## src/rtl/pdc_pkg.sv

```systemverilog
// pdc_pkg: shared constants for the PWM period and duty capture block.
// Default widths and the sideband bit layout used by the top level and its checker.
// No dependencies.
package pdc_pkg;

	// default widths of the timer stamps and of the duty fraction
	localparam int TIMER_BITS_DEF     = 16;
	localparam int DUTY_FRAC_BITS_DEF = 16;

	// bit positions inside m_tuser
	localparam int TUSER_DONE_BIT  = 0;
	localparam int TUSER_PZERO_BIT = 1;
	localparam int TUSER_W         = 2;

endpackage

```

## src/rtl/pwm_period_duty_capture_top.sv

```systemverilog
// pwm_period_duty_capture_top: PWM period and duty measurement from capture stamps.
// The first rising stamp goes straight to the output register; the second rising stamp
// passes a serial subtract, the falling stamp a serial subtract and a divide (one quotient
// bit a cycle) that ends at once when the period is zero or the high time reaches it.
// One stamp at a time: s_tready is low until the last result is in the output register.
// Reset: arst_n low clears phase and results. Uses pdc_pkg, pdc_sub_serial, pdc_div_serial.
module pwm_period_duty_capture_top #(
	parameter int TIMER_BITS     = pdc_pkg::TIMER_BITS_DEF,
	parameter int DUTY_FRAC_BITS = pdc_pkg::DUTY_FRAC_BITS_DEF
) (
	input  logic clk,
	input  logic arst_n,

	// capture stamps in
	input  logic                                  s_tvalid,
	output logic                                  s_tready,
	// s_tdata: capture_time, zero padded to whole bytes
	input  logic [((TIMER_BITS + 7) / 8) * 8 - 1:0] s_tdata,

	// measurement results out
	output logic m_tvalid,
	input  logic m_tready,
	// m_tdata from bit 0 up: edge_select, period_ticks, high_ticks, duty_fraction, zero pad
	output logic [((2 * TIMER_BITS + DUTY_FRAC_BITS + 2 + 7) / 8) * 8 - 1:0] m_tdata,
	// m_tuser from bit 0 up: measurement_done, period_zero
	output logic [pdc_pkg::TUSER_W-1:0] m_tuser
);

	localparam int DUTY_W  = DUTY_FRAC_BITS + 1;
	localparam int FIELD_W = 2 * TIMER_BITS + DUTY_W + 1;
	localparam int OUT_W   = ((FIELD_W + 7) / 8) * 8;

	// measurement phase, the unused code behaves as the first one
	localparam logic [1:0] PH_FIRST  = 2'd0;
	localparam logic [1:0] PH_SECOND = 2'd1;
	localparam logic [1:0] PH_FALL   = 2'd2;

	typedef enum logic [3:0] {
		ST_IDLE = 4'b0001,
		ST_SUB  = 4'b0010,
		ST_DIV  = 4'b0100,
		ST_EMIT = 4'b1000
	} state_t;

	state_t                  state_q;
	logic [1:0]              phase_q;
	logic [TIMER_BITS-1:0]   first_q;
	logic [TIMER_BITS-1:0]   second_q;
	logic [TIMER_BITS-1:0]   period_q;
	logic [TIMER_BITS-1:0]   high_q;
	logic [DUTY_W-1:0]       duty_q;
	logic                    edge_q;
	logic                    done_q;
	logic                    pzero_q;

	logic                    out_valid_q;
	logic [OUT_W-1:0]        out_data_q;
	logic [pdc_pkg::TUSER_W-1:0] out_user_q;

	logic                    in_xfer;
	logic                    emit_load;
	logic [TIMER_BITS-1:0]   stamp;
	logic                    sub_start;
	logic [TIMER_BITS-1:0]   sub_b;
	logic                    sub_done;
	logic [TIMER_BITS-1:0]   sub_diff;
	logic                    div_start;
	logic                    div_done;
	logic [DUTY_W-1:0]       div_quot;

	assign s_tready  = (state_q == ST_IDLE);
	assign in_xfer   = s_tvalid && s_tready;
	assign stamp     = s_tdata[TIMER_BITS-1:0];
	// load the output register once the previous transfer has gone
	assign emit_load = (state_q == ST_EMIT) && (!out_valid_q || m_tready);

	// second rising edge subtracts the first stamp, the falling edge the second one
	assign sub_start = in_xfer && (phase_q == PH_SECOND || phase_q == PH_FALL);
	assign sub_b     = (phase_q == PH_SECOND) ? first_q : second_q;
	assign div_start = (state_q == ST_SUB) && sub_done && (phase_q == PH_FALL);

	pdc_sub_serial #(
		.W (TIMER_BITS)
	) u_sub (
		.clk        (clk),
		.arst_n     (arst_n),
		.start      (sub_start),
		.minuend    (stamp),
		.subtrahend (sub_b),
		.done       (sub_done),
		.diff       (sub_diff)
	);

	pdc_div_serial #(
		.NW (TIMER_BITS),
		.FW (DUTY_FRAC_BITS)
	) u_div (
		.clk    (clk),
		.arst_n (arst_n),
		.start  (div_start),
		.num    (sub_diff),
		.den    (period_q),
		.done   (div_done),
		.quot   (div_quot)
	);

	// phase sequencer and measurement registers
	always_ff @(posedge clk or negedge arst_n) begin
		if (!arst_n) begin
			state_q  <= ST_IDLE;
			phase_q  <= PH_FIRST;
			first_q  <= '0;
			second_q <= '0;
			period_q <= '0;
			high_q   <= '0;
			duty_q   <= '0;
			edge_q   <= 1'b0;
			done_q   <= 1'b0;
			pzero_q  <= 1'b0;
		end else begin
			unique case (state_q)
				ST_IDLE: begin
					if (in_xfer) begin
						case (phase_q)
							PH_SECOND: begin
								second_q <= stamp;
								state_q  <= ST_SUB;
							end
							PH_FALL: begin
								state_q <= ST_SUB;
							end
							default: begin
								// hold the first rising stamp, report nothing new
								first_q <= stamp;
								edge_q  <= 1'b0;
								done_q  <= 1'b0;
								pzero_q <= 1'b0;
								phase_q <= PH_SECOND;
								state_q <= ST_EMIT;
							end
						endcase
					end
				end
				ST_SUB: begin
					if (sub_done) begin
						if (phase_q == PH_SECOND) begin
							// period known, ask for the falling edge
							period_q <= sub_diff;
							edge_q   <= 1'b1;
							done_q   <= 1'b0;
							pzero_q  <= 1'b0;
							phase_q  <= PH_FALL;
							state_q  <= ST_EMIT;
						end else begin
							high_q  <= sub_diff;
							state_q <= ST_DIV;
						end
					end
				end
				ST_DIV: begin
					if (div_done) begin
						duty_q  <= div_quot;
						edge_q  <= 1'b0;
						done_q  <= 1'b1;
						pzero_q <= (period_q == '0);
						phase_q <= PH_FIRST;
						state_q <= ST_EMIT;
					end
				end
				ST_EMIT: begin
					if (emit_load) begin
						state_q <= ST_IDLE;
					end
				end
				default: begin
					state_q <= ST_IDLE;
				end
			endcase
		end
	end

	// output register
	always_ff @(posedge clk or negedge arst_n) begin
		if (!arst_n) begin
			out_valid_q <= 1'b0;
		end else if (emit_load) begin
			out_valid_q <= 1'b1;
		end else if (m_tready) begin
			out_valid_q <= 1'b0;
		end
	end

	always_ff @(posedge clk) begin
		if (emit_load) begin
			out_data_q <= OUT_W'({duty_q, high_q, period_q, edge_q});
			out_user_q[pdc_pkg::TUSER_DONE_BIT]  <= done_q;
			out_user_q[pdc_pkg::TUSER_PZERO_BIT] <= pzero_q;
		end
	end

	assign m_tvalid = out_valid_q;
	assign m_tdata  = out_data_q;
	assign m_tuser  = out_user_q;

endmodule

```

## src/rtl/pdc_sub_serial.sv

```systemverilog
// pdc_sub_serial: bit-serial modulo-2^W subtractor, one bit per cycle, LSB first.
// Operands and result live in shift registers; no package dependencies.
module pdc_sub_serial #(
	parameter int W = 16
) (
	input  logic         clk,
	input  logic         arst_n,
	input  logic         start,
	input  logic [W-1:0] minuend,
	input  logic [W-1:0] subtrahend,
	output logic         done,
	output logic [W-1:0] diff
);

	localparam int CNT_W = $clog2(W + 1);

	logic [W-1:0]     a_q;
	logic [W-1:0]     b_q;
	logic [W-1:0]     diff_q;
	logic             borrow_q;
	logic [CNT_W-1:0] cnt_q;
	logic             done_q;
	logic             dbit;
	logic             borrow_nxt;

	// full subtractor on the low bits of both operands
	assign dbit       = a_q[0] ^ b_q[0] ^ borrow_q;
	assign borrow_nxt = (~a_q[0] & b_q[0]) | (~(a_q[0] ^ b_q[0]) & borrow_q);

	always_ff @(posedge clk or negedge arst_n) begin
		if (!arst_n) begin
			cnt_q  <= '0;
			done_q <= 1'b0;
		end else begin
			done_q <= (cnt_q == CNT_W'(1));
			if (start) begin
				cnt_q <= CNT_W'(W);
			end else if (cnt_q != '0) begin
				cnt_q <= cnt_q - CNT_W'(1);
			end
		end
	end

	always_ff @(posedge clk) begin
		if (start) begin
			a_q      <= minuend;
			b_q      <= subtrahend;
			borrow_q <= 1'b0;
		end else if (cnt_q != '0) begin
			a_q      <= {1'b0, a_q[W-1:1]};
			b_q      <= {1'b0, b_q[W-1:1]};
			borrow_q <= borrow_nxt;
			diff_q   <= {dbit, diff_q[W-1:1]};
		end
	end

	assign done = done_q;
	assign diff = diff_q;

endmodule

```

## src/rtl/pdc_div_serial.sv

```systemverilog
// pdc_div_serial: restoring divider giving floor(num * 2^FW / den), one quotient bit per cycle.
// Saturates at 2^FW when num >= den and returns 0 for a zero divisor; no package dependencies.
module pdc_div_serial #(
	parameter int NW = 16,
	parameter int FW = 16
) (
	input  logic          clk,
	input  logic          arst_n,
	input  logic          start,
	input  logic [NW-1:0] num,
	input  logic [NW-1:0] den,
	output logic          done,
	output logic [FW:0]   quot
);

	localparam int CNT_W = $clog2(FW + 1);

	logic [NW-1:0]    rem_q;
	logic [NW-1:0]    den_q;
	logic [FW:0]      quot_q;
	logic [CNT_W-1:0] cnt_q;
	logic             done_q;
	logic [NW:0]      rem_dbl;
	logic             fits;

	// partial remainder stays below den, so doubling fits in NW+1 bits
	assign rem_dbl = {rem_q, 1'b0};
	assign fits    = (rem_dbl >= {1'b0, den_q});

	always_ff @(posedge clk or negedge arst_n) begin
		if (!arst_n) begin
			cnt_q  <= '0;
			done_q <= 1'b0;
		end else begin
			if (start) begin
				// zero divisor or saturation finish at once
				if (den == '0 || num >= den) begin
					cnt_q  <= '0;
					done_q <= 1'b1;
				end else begin
					cnt_q  <= CNT_W'(FW);
					done_q <= 1'b0;
				end
			end else begin
				done_q <= (cnt_q == CNT_W'(1));
				if (cnt_q != '0) begin
					cnt_q <= cnt_q - CNT_W'(1);
				end
			end
		end
	end

	always_ff @(posedge clk) begin
		if (start) begin
			rem_q <= num;
			den_q <= den;
			if (den == '0) begin
				quot_q <= '0;
			end else if (num >= den) begin
				quot_q <= {1'b1, {FW{1'b0}}};
			end else begin
				quot_q <= '0;
			end
		end else if (cnt_q != '0) begin
			rem_q  <= fits ? NW'(rem_dbl - {1'b0, den_q}) : rem_dbl[NW-1:0];
			quot_q <= {quot_q[FW-1:0], fits};
		end
	end

	assign done = done_q;
	assign quot = quot_q;

endmodule

```

## config.mk

```make
export PLATFORM = sky130hd
export DESIGN_NAME = pwm_period_duty_capture_top
export DESIGN_NICKNAME = d
export VERILOG_FILES = /design/src/rtl/pdc_pkg.sv /design/src/rtl/pwm_period_duty_capture_top.sv /design/src/rtl/pdc_sub_serial.sv /design/src/rtl/pdc_div_serial.sv
export SDC_FILE = /design/constraint.sdc
export NUM_CORES = 1
export LEC_CHECK = 0
export BUFFER_PORTS_ARGS = -buffer_cell sky130_fd_sc_hd__buf_2
export CELL_PAD_IN_SITES_DETAIL_PLACEMENT = 0
export CELL_PAD_IN_SITES_GLOBAL_PLACEMENT = 2
export CORE_MARGIN = 5
export CORE_UTILIZATION = 40
export CTS_CLUSTER_DIAMETER = 150
export CTS_CLUSTER_SIZE = 28
export DETAILED_ROUTE_END_ITERATION = 8
export PLACE_DENSITY = 0.79
export SETUP_SLACK_MARGIN = 0.1
export SYNTH_ARGS = -nofsm -noshare
export SYNTH_HDL_FRONTEND = slang
export SYNTH_SLANG_ARGS = --single-unit
```

## constraint.sdc

```tcl
create_clock -name clk -period 9.4 [get_ports clk]
set_clock_uncertainty 0.05 [all_clocks]
set_input_delay 1.88 -clock clk [delete_from_list [all_inputs] [get_ports clk]]
set_output_delay 1.88 -clock clk [all_outputs]
set_load 0.005 [all_outputs]
```

==> results.cfg, run 1 <==
[outcome]
status = finished, final reports clean

[routing]
vias = 6485
drt_first_pass_iters = 4
wirelength_mm = 22.5
drt_iter0_drc = 410
final_antenna_net_count = 0
viasPerCell = 4.96
drc = 0
routedWlPerCell_um = 17.2

[sta]
fmaxAchievable_ghz = 0.278
drv_slew = 0
relSlewSlack_pct = 13.4
worstMarginPinSlew_ns = 1.29
rsz0062_at_grt = no
min_period_ns = 3.60
setup_viol = 0
finalSetupTns_ns = 0
hold_viol = 0
min_period_over_period_pct = 38.3

[global_route]
grt_pass1_vias = 6630
grt_pass1_wl_mm = 36.6
antenna_found_initial = 0
grt_max_degree = 67
grt_remaining_overflow = 0
grt_usage_pct = 14.3

[min_path]
worstHoldPathType = flip-flop to flip-flop
whs_path_depth = 0

[worst_setup_path]
arrival_ns = 1.67
cp_max_fo = 8
crit_path_start_kind = flip-flop
endpoint_kind = output port
cp.required_ns = 7.47
path_class = flip-flop to output port
r2r_cells = 7

[cells_and_area]
layout.nets = 986
final_common_cell = edfxtp_1
drive_above_1_share_pct = 20.6
syn2layout_area_growth_pct = 9.95
n_antenna_cell = 0
finalNonFillerCells = 1308
most-common-layout-cells = 149 x edfxtp_1, 121 x nand2_1, 102 x dfrtp_1

[synthesis]
synthArstFlopShare_pct = 40.7
ys_ff_latch = 253
ys_warn_count = 0
yosysUniqueCellTypes = 65
netlist.top_cell.by_area = edfxtp_1
yosysSeqAreaShare_pct = 63.0
avgSynthCellArea_um2 = 13.0
synth_ff_type = edfxtp_1
synth_top_area_share_pct = 39.8
synth_area_um2 = 11200
syn_inst = 864
synth.area.top_cells = edfxtp_1 40%, dfrtp_1 23%, mux2_2 7.3%
synth-edff-count = 149

[cts]
cts_buffers = 13
holdBufCountCts = 0
cts_tree = done
clk-insertion-delay-late_ns = 0.47
clock_sinks = 253
cts_max_path_buffers = 3
htree_levels = 1
cts_setup_buffers = 0
cts.clk_slew.worst_paths_ns = 0.11
cts.repair.resized = 0
root_buffer = clkbuf_16

[floorplan]
num_rows = 61
die-width_um = 178
start_util_pct = 40.4
core-area_um2 = 27800
io_pins = 80
dieArea_um2 = 31500
fp.dieH_um = 178

[job]
cap_violations = 0

[place]
dp_hpwl_mm = 15.4
numPortBuffers = 73
numPlacedInstances = 1287
place_congestion = 0.804

[power]
vdd_ir_drop_max_uv = 162
p_leak_nw = 5.31
power_density_nw_per_um2 = 300
## final cells by class
cell class                 instances  area (um2)
timing repair buffer              81         428
clock buffer                      20         352
clock inverter                     1        30.0
sequential                       253        7070
fill                            2635       15400
multi-input combinational        530        3830
inverter                          45         169
tap                              378         473
## worst max-delay path, cell delays in order, from the launching register on
cell,delay (ns)
dfrtp_1,0.51
nand2b_2,0.24
nor3_1,0.26
buf_2,0.18
## metrics by stage
stage / hold slack (ns) / util (%) / worst slack [ns] / total power, W / area [um2]
2_1_floorplan: 0.369 / - / 4.53 / 0.00277 / 11300
3_3_place_gp: 0.377 / 43.1 / 5.33 / 0.00311 / 12000
3_5_place_dp: 0.380 / 43.1 / 5.33 / 0.00314 / 12000
4_1_cts: 0.404 / 44.5 / 5.76 / 0.00376 / 12400
5_1_grt: 0.404 / 44.5 / 5.69 / 0.00399 / 12400
6_report: 0.402 / 44.5 / 5.80 / 0.00371 / 12400
## layer usage
layer  GRT usage [%]  share of wire, %  vias up
met5               0                 0        -
met4            2.61               1.3        0
met3            1.85               2.8       22
met2            23.5                47       76
met1            20.9                48     3183
li1                -                 -     3204
## Yosys cell counts, drive strengths merged (4+ instances only)
library cell and instances:
a211oi 5, a21o 9, a21oi 26, a31o 4, and2 19, buf 15, clkbuf 26, dfrtp 102
edfxtp 149, ha 40, inv 45, mux2 82, mux2i 17, nand2 121, nand2b 13, nand3 5
nand4 7, nor2 32, nor2b 5, nor3 10, nor4 8, o211ai 16, o21ai 38, o31ai 7
xnor2 10
## power by group
group          leakage [nW]  internal, W  switching [W]
Clock                 0.180     0.000268       0.000345
Combinational          2.32     0.000562       0.000629
Sequential             2.81      0.00166       0.000246
Total                  5.31      0.00249        0.00122
## flip-flops by register name (all words and copies together), names as in the netlist, 16 cells and up
name / flops
first_q: 16
u_div.rem_q: 16
m_tdata: 50
high_q: 16
period_q: 16
u_div.den_q: 16
u_sub.diff: 16
u_div.quot: 17
u_sub.b_q: 16
u_sub.a_q: 16
duty_q: 17
second_q: 16
## logic make-up after synthesis
| group | Yosys count | synth area share [%] |
|---|---|---|
| other cells | 1 | 0.0334 |
| buf+inv | 86 | 3.37 |
| mux | 99 | 10.0 |
| xor+xnor | 13 | 1.01 |
| compound gates | 135 | 7.95 |
| simple gates | 235 | 9.81 |
| fa+ha+maj | 42 | 4.81 |
| flops | 253 | 63.0 |
## worst paths after layout
path / start / end / slack (ns)
min in group asynchronous: arst_n / period_q[10] / 1.32
worst max register to register: u_div.rem_q[5] / u_div.rem_q[8] / 6.37
worst max-delay path: state_q[1] / s_tready / 5.80
worst min-delay path: duty_q[10] / m_tdata[43] / 0.40
worst min register to register: duty_q[10] / m_tdata[43] / 0.40
max in group asynchronous: arst_n / duty_q[8] / 6.69
No activity file was read; power rests on OpenSTA's default activity.
==> run 2, diff against run 1 <==
CORE_UTILIZATION = 38   (was 40)
PLACE_DENSITY = 0.78   (was 0.79)
clock period = 3.2 ns   (was 9.4 ns; I/O delays follow)
==> run 2 against run 1 <==
  * Worst setup slack got worse by 5.5 ns
  * Via count rose by 2.7%
  * Clock power rose to 3.0 times the previous value
  * Sequential cell count did not move
  * Critical path type is now flip-flop to flip-flop
  * Largest cell class unchanged
==> results.cfg, run 2 (synthesized netlist as in run 1, its figures left out) <==
[place]
dp_hpwl_mm = 15.8
numPortBuffers = 73
place_congestion = 0.816
numPlacedInstances = 1315
dp_worst_setup_slack_ns = 0.373

[sta]
drv_slew = 0
hold_viol = 0
fin_ws_ns = 0.314
min_period_ns = 2.89
rsz0062_at_grt = no
worstMarginPinSlew_ns = 1.05
fmaxAchievable_ghz = 0.346
setup_viol = 0
finalSetupTns_ns = 0
relSlewSlack_pct = 29.8
whs_ns = 0.144
min_period_over_period_pct = 90.2

[worst_setup_path]
cp.depth = 5
critPathMaxStageDelay_ns = 1.01
endpoint_kind = flip-flop
cpMaxStageDelayCell = o41ai_4
path_buf_inv = 0
path_class = flip-flop to flip-flop
crit_chain = ha_1 -> nand4b_1 -> o41ai_4 -> o31ai_1 -> a31o_2
arrival_ns = 3.09
crit_path_start_kind = flip-flop
critical_path.top_delay_family = compound AO/OA/AOI/OAI gates
cp_max_fo = 16
r2r_cells = 5
cp.required_ns = 3.41

[cts]
clk-insertion-delay-late_ns = 0.49
htree_levels = 1
cts_setup_buffers = 0
cts_buffers = 13
cts.clk_slew.worst_paths_ns = 0.12
clock_sinks = 253
root_buffer = clkbuf_16
cts.repair.resized = 0
holdBufCountCts = 0
cts_max_path_buffers = 3
cts_tree = done

[floorplan]
start_util_pct = 38.2
fp.dieH_um = 182
io_pins = 80
die-width_um = 182
num_rows = 63
dieArea_um2 = 33100
core-area_um2 = 29400

[cells_and_area]
finalNonFillerCells = 1336
drive_above_1_share_pct = 22.0
final_util_pct = 42.5
most-common-layout-cells = 149 x edfxtp_1, 121 x nand2_1, 102 x dfrtp_1
fillCellCount = 2789
largest_reg_flops = 50
n_antenna_cell = 0
final_common_cell = edfxtp_1
layout.nets = 1002
syn2layout_area_growth_pct = 11.1

[routing]
routedWlPerCell_um = 17.4
drt_first_pass_iters = 4
drc = 0
drt_iter0_drc = 362
wirelength_mm = 23.3
vias = 6660
viasPerCell = 4.99
final_antenna_net_count = 0

[power]
p_leak_nw = 5.38
vdd_ir_drop_max_uv = 335
p_clk_share_pct = 16.7
comb_power_share_pct = 32.4
power_switching_w = 0.00363
switching_share_pct = 33.0
power_density_nw_per_um2 = 880
power.internal_w = 0.00735
p_seq_share_pct = 50.9

[job]
cap_violations = 0

[global_route]
grt_remaining_overflow = 0
grt_usage_pct = 14.0
grt_pass1_vias = 6909
grt_pass1_wl_mm = 38.0
grt_max_degree = 52
antenna_found_initial = 0

[outcome]
status = finished, final reports clean

[min_path]
worstHoldPathType = input port to async pin
[run 2: changes by cell type in the layout (fill, tap and decap cells not counted)]
cell / delta
buf_4: +16
[run 2: final cells by class]
| cell class | count | area, um2 | share of cell area [%] |
|---|---|---|---|
| Clock buffer | 20 | 352 | 2.82 |
| Clock inverter | 1 | 30.0 | 0.241 |
| Inverter | 45 | 169 | 1.35 |
| Multi-Input combinational cell | 530 | 3830 | 30.6 |
| Sequential cell | 253 | 7070 | 56.6 |
| Tap cell | 390 | 488 | 3.91 |
| Timing Repair Buffer | 97 | 548 | 4.39 |
[run 2: power by group through the flow]
stage | logic, W | registers [W] | clock network (W)
global placement | 0.00357 | 0.00565 | 0
CTS | 0.00364 | 0.00561 | 0.00191
finish | 0.00356 | 0.00559 | 0.00183
floorplan | 0.00277 | 0.00536 | 0
detailed placement | 0.00362 | 0.00567 | 0
global route | 0.00401 | 0.00573 | 0.00203
[run 2: layer usage]
metal / up-vias / share of wire (%) / track usage, % / routed length [um]
met2: 90 / 49 / 23.9 / 11500
met5: - / 0 / 0 / 0
met1: 3324 / 46 / 19.4 / 10700
met4: 0 / 1.1 / 2.31 / 259
li1: 3228 / - / - / -
met3: 18 / 3.6 / 1.94 / 832
[run 2: worst paths after layout]
check | slack (ns) | from | end
max in group asynchronous | 2.18 | arst_n | state_q[0]
worst max-delay path | 0.31 | u_div.rem_q[13] | u_div.rem_q[8]
min in group clk | 0.36 | s_tdata[8] | first_q[8]
worst min register to register | 0.40 | high_q[1] | m_tdata[18]
worst max register to register | 0.31 | u_div.rem_q[13] | u_div.rem_q[8]
worst min-delay path | 0.14 | arst_n | high_q[9]
[run 2: worst register-to-register path: cells and delay by family, from the launching register on]
| kind | cells | cell delay [ns] |
|---|---|---|
| AO/OA/AOI/OAI | 3 | 1.46 |
| AND/OR/NAND/NOR | 1 | 0.27 |
| adder cells (fa/ha/maj) | 1 | 0.46 |
| flip-flops | 1 | 0.42 |
[run 2: through the flow]
step	total power [W]	instance area (um2)
floorplan	0.00813	11300
CTS	0.0112	12500
global route	0.0118	12500
global placement	0.00922	12100
detailed placement	0.00929	12100
finish	0.0110	12500
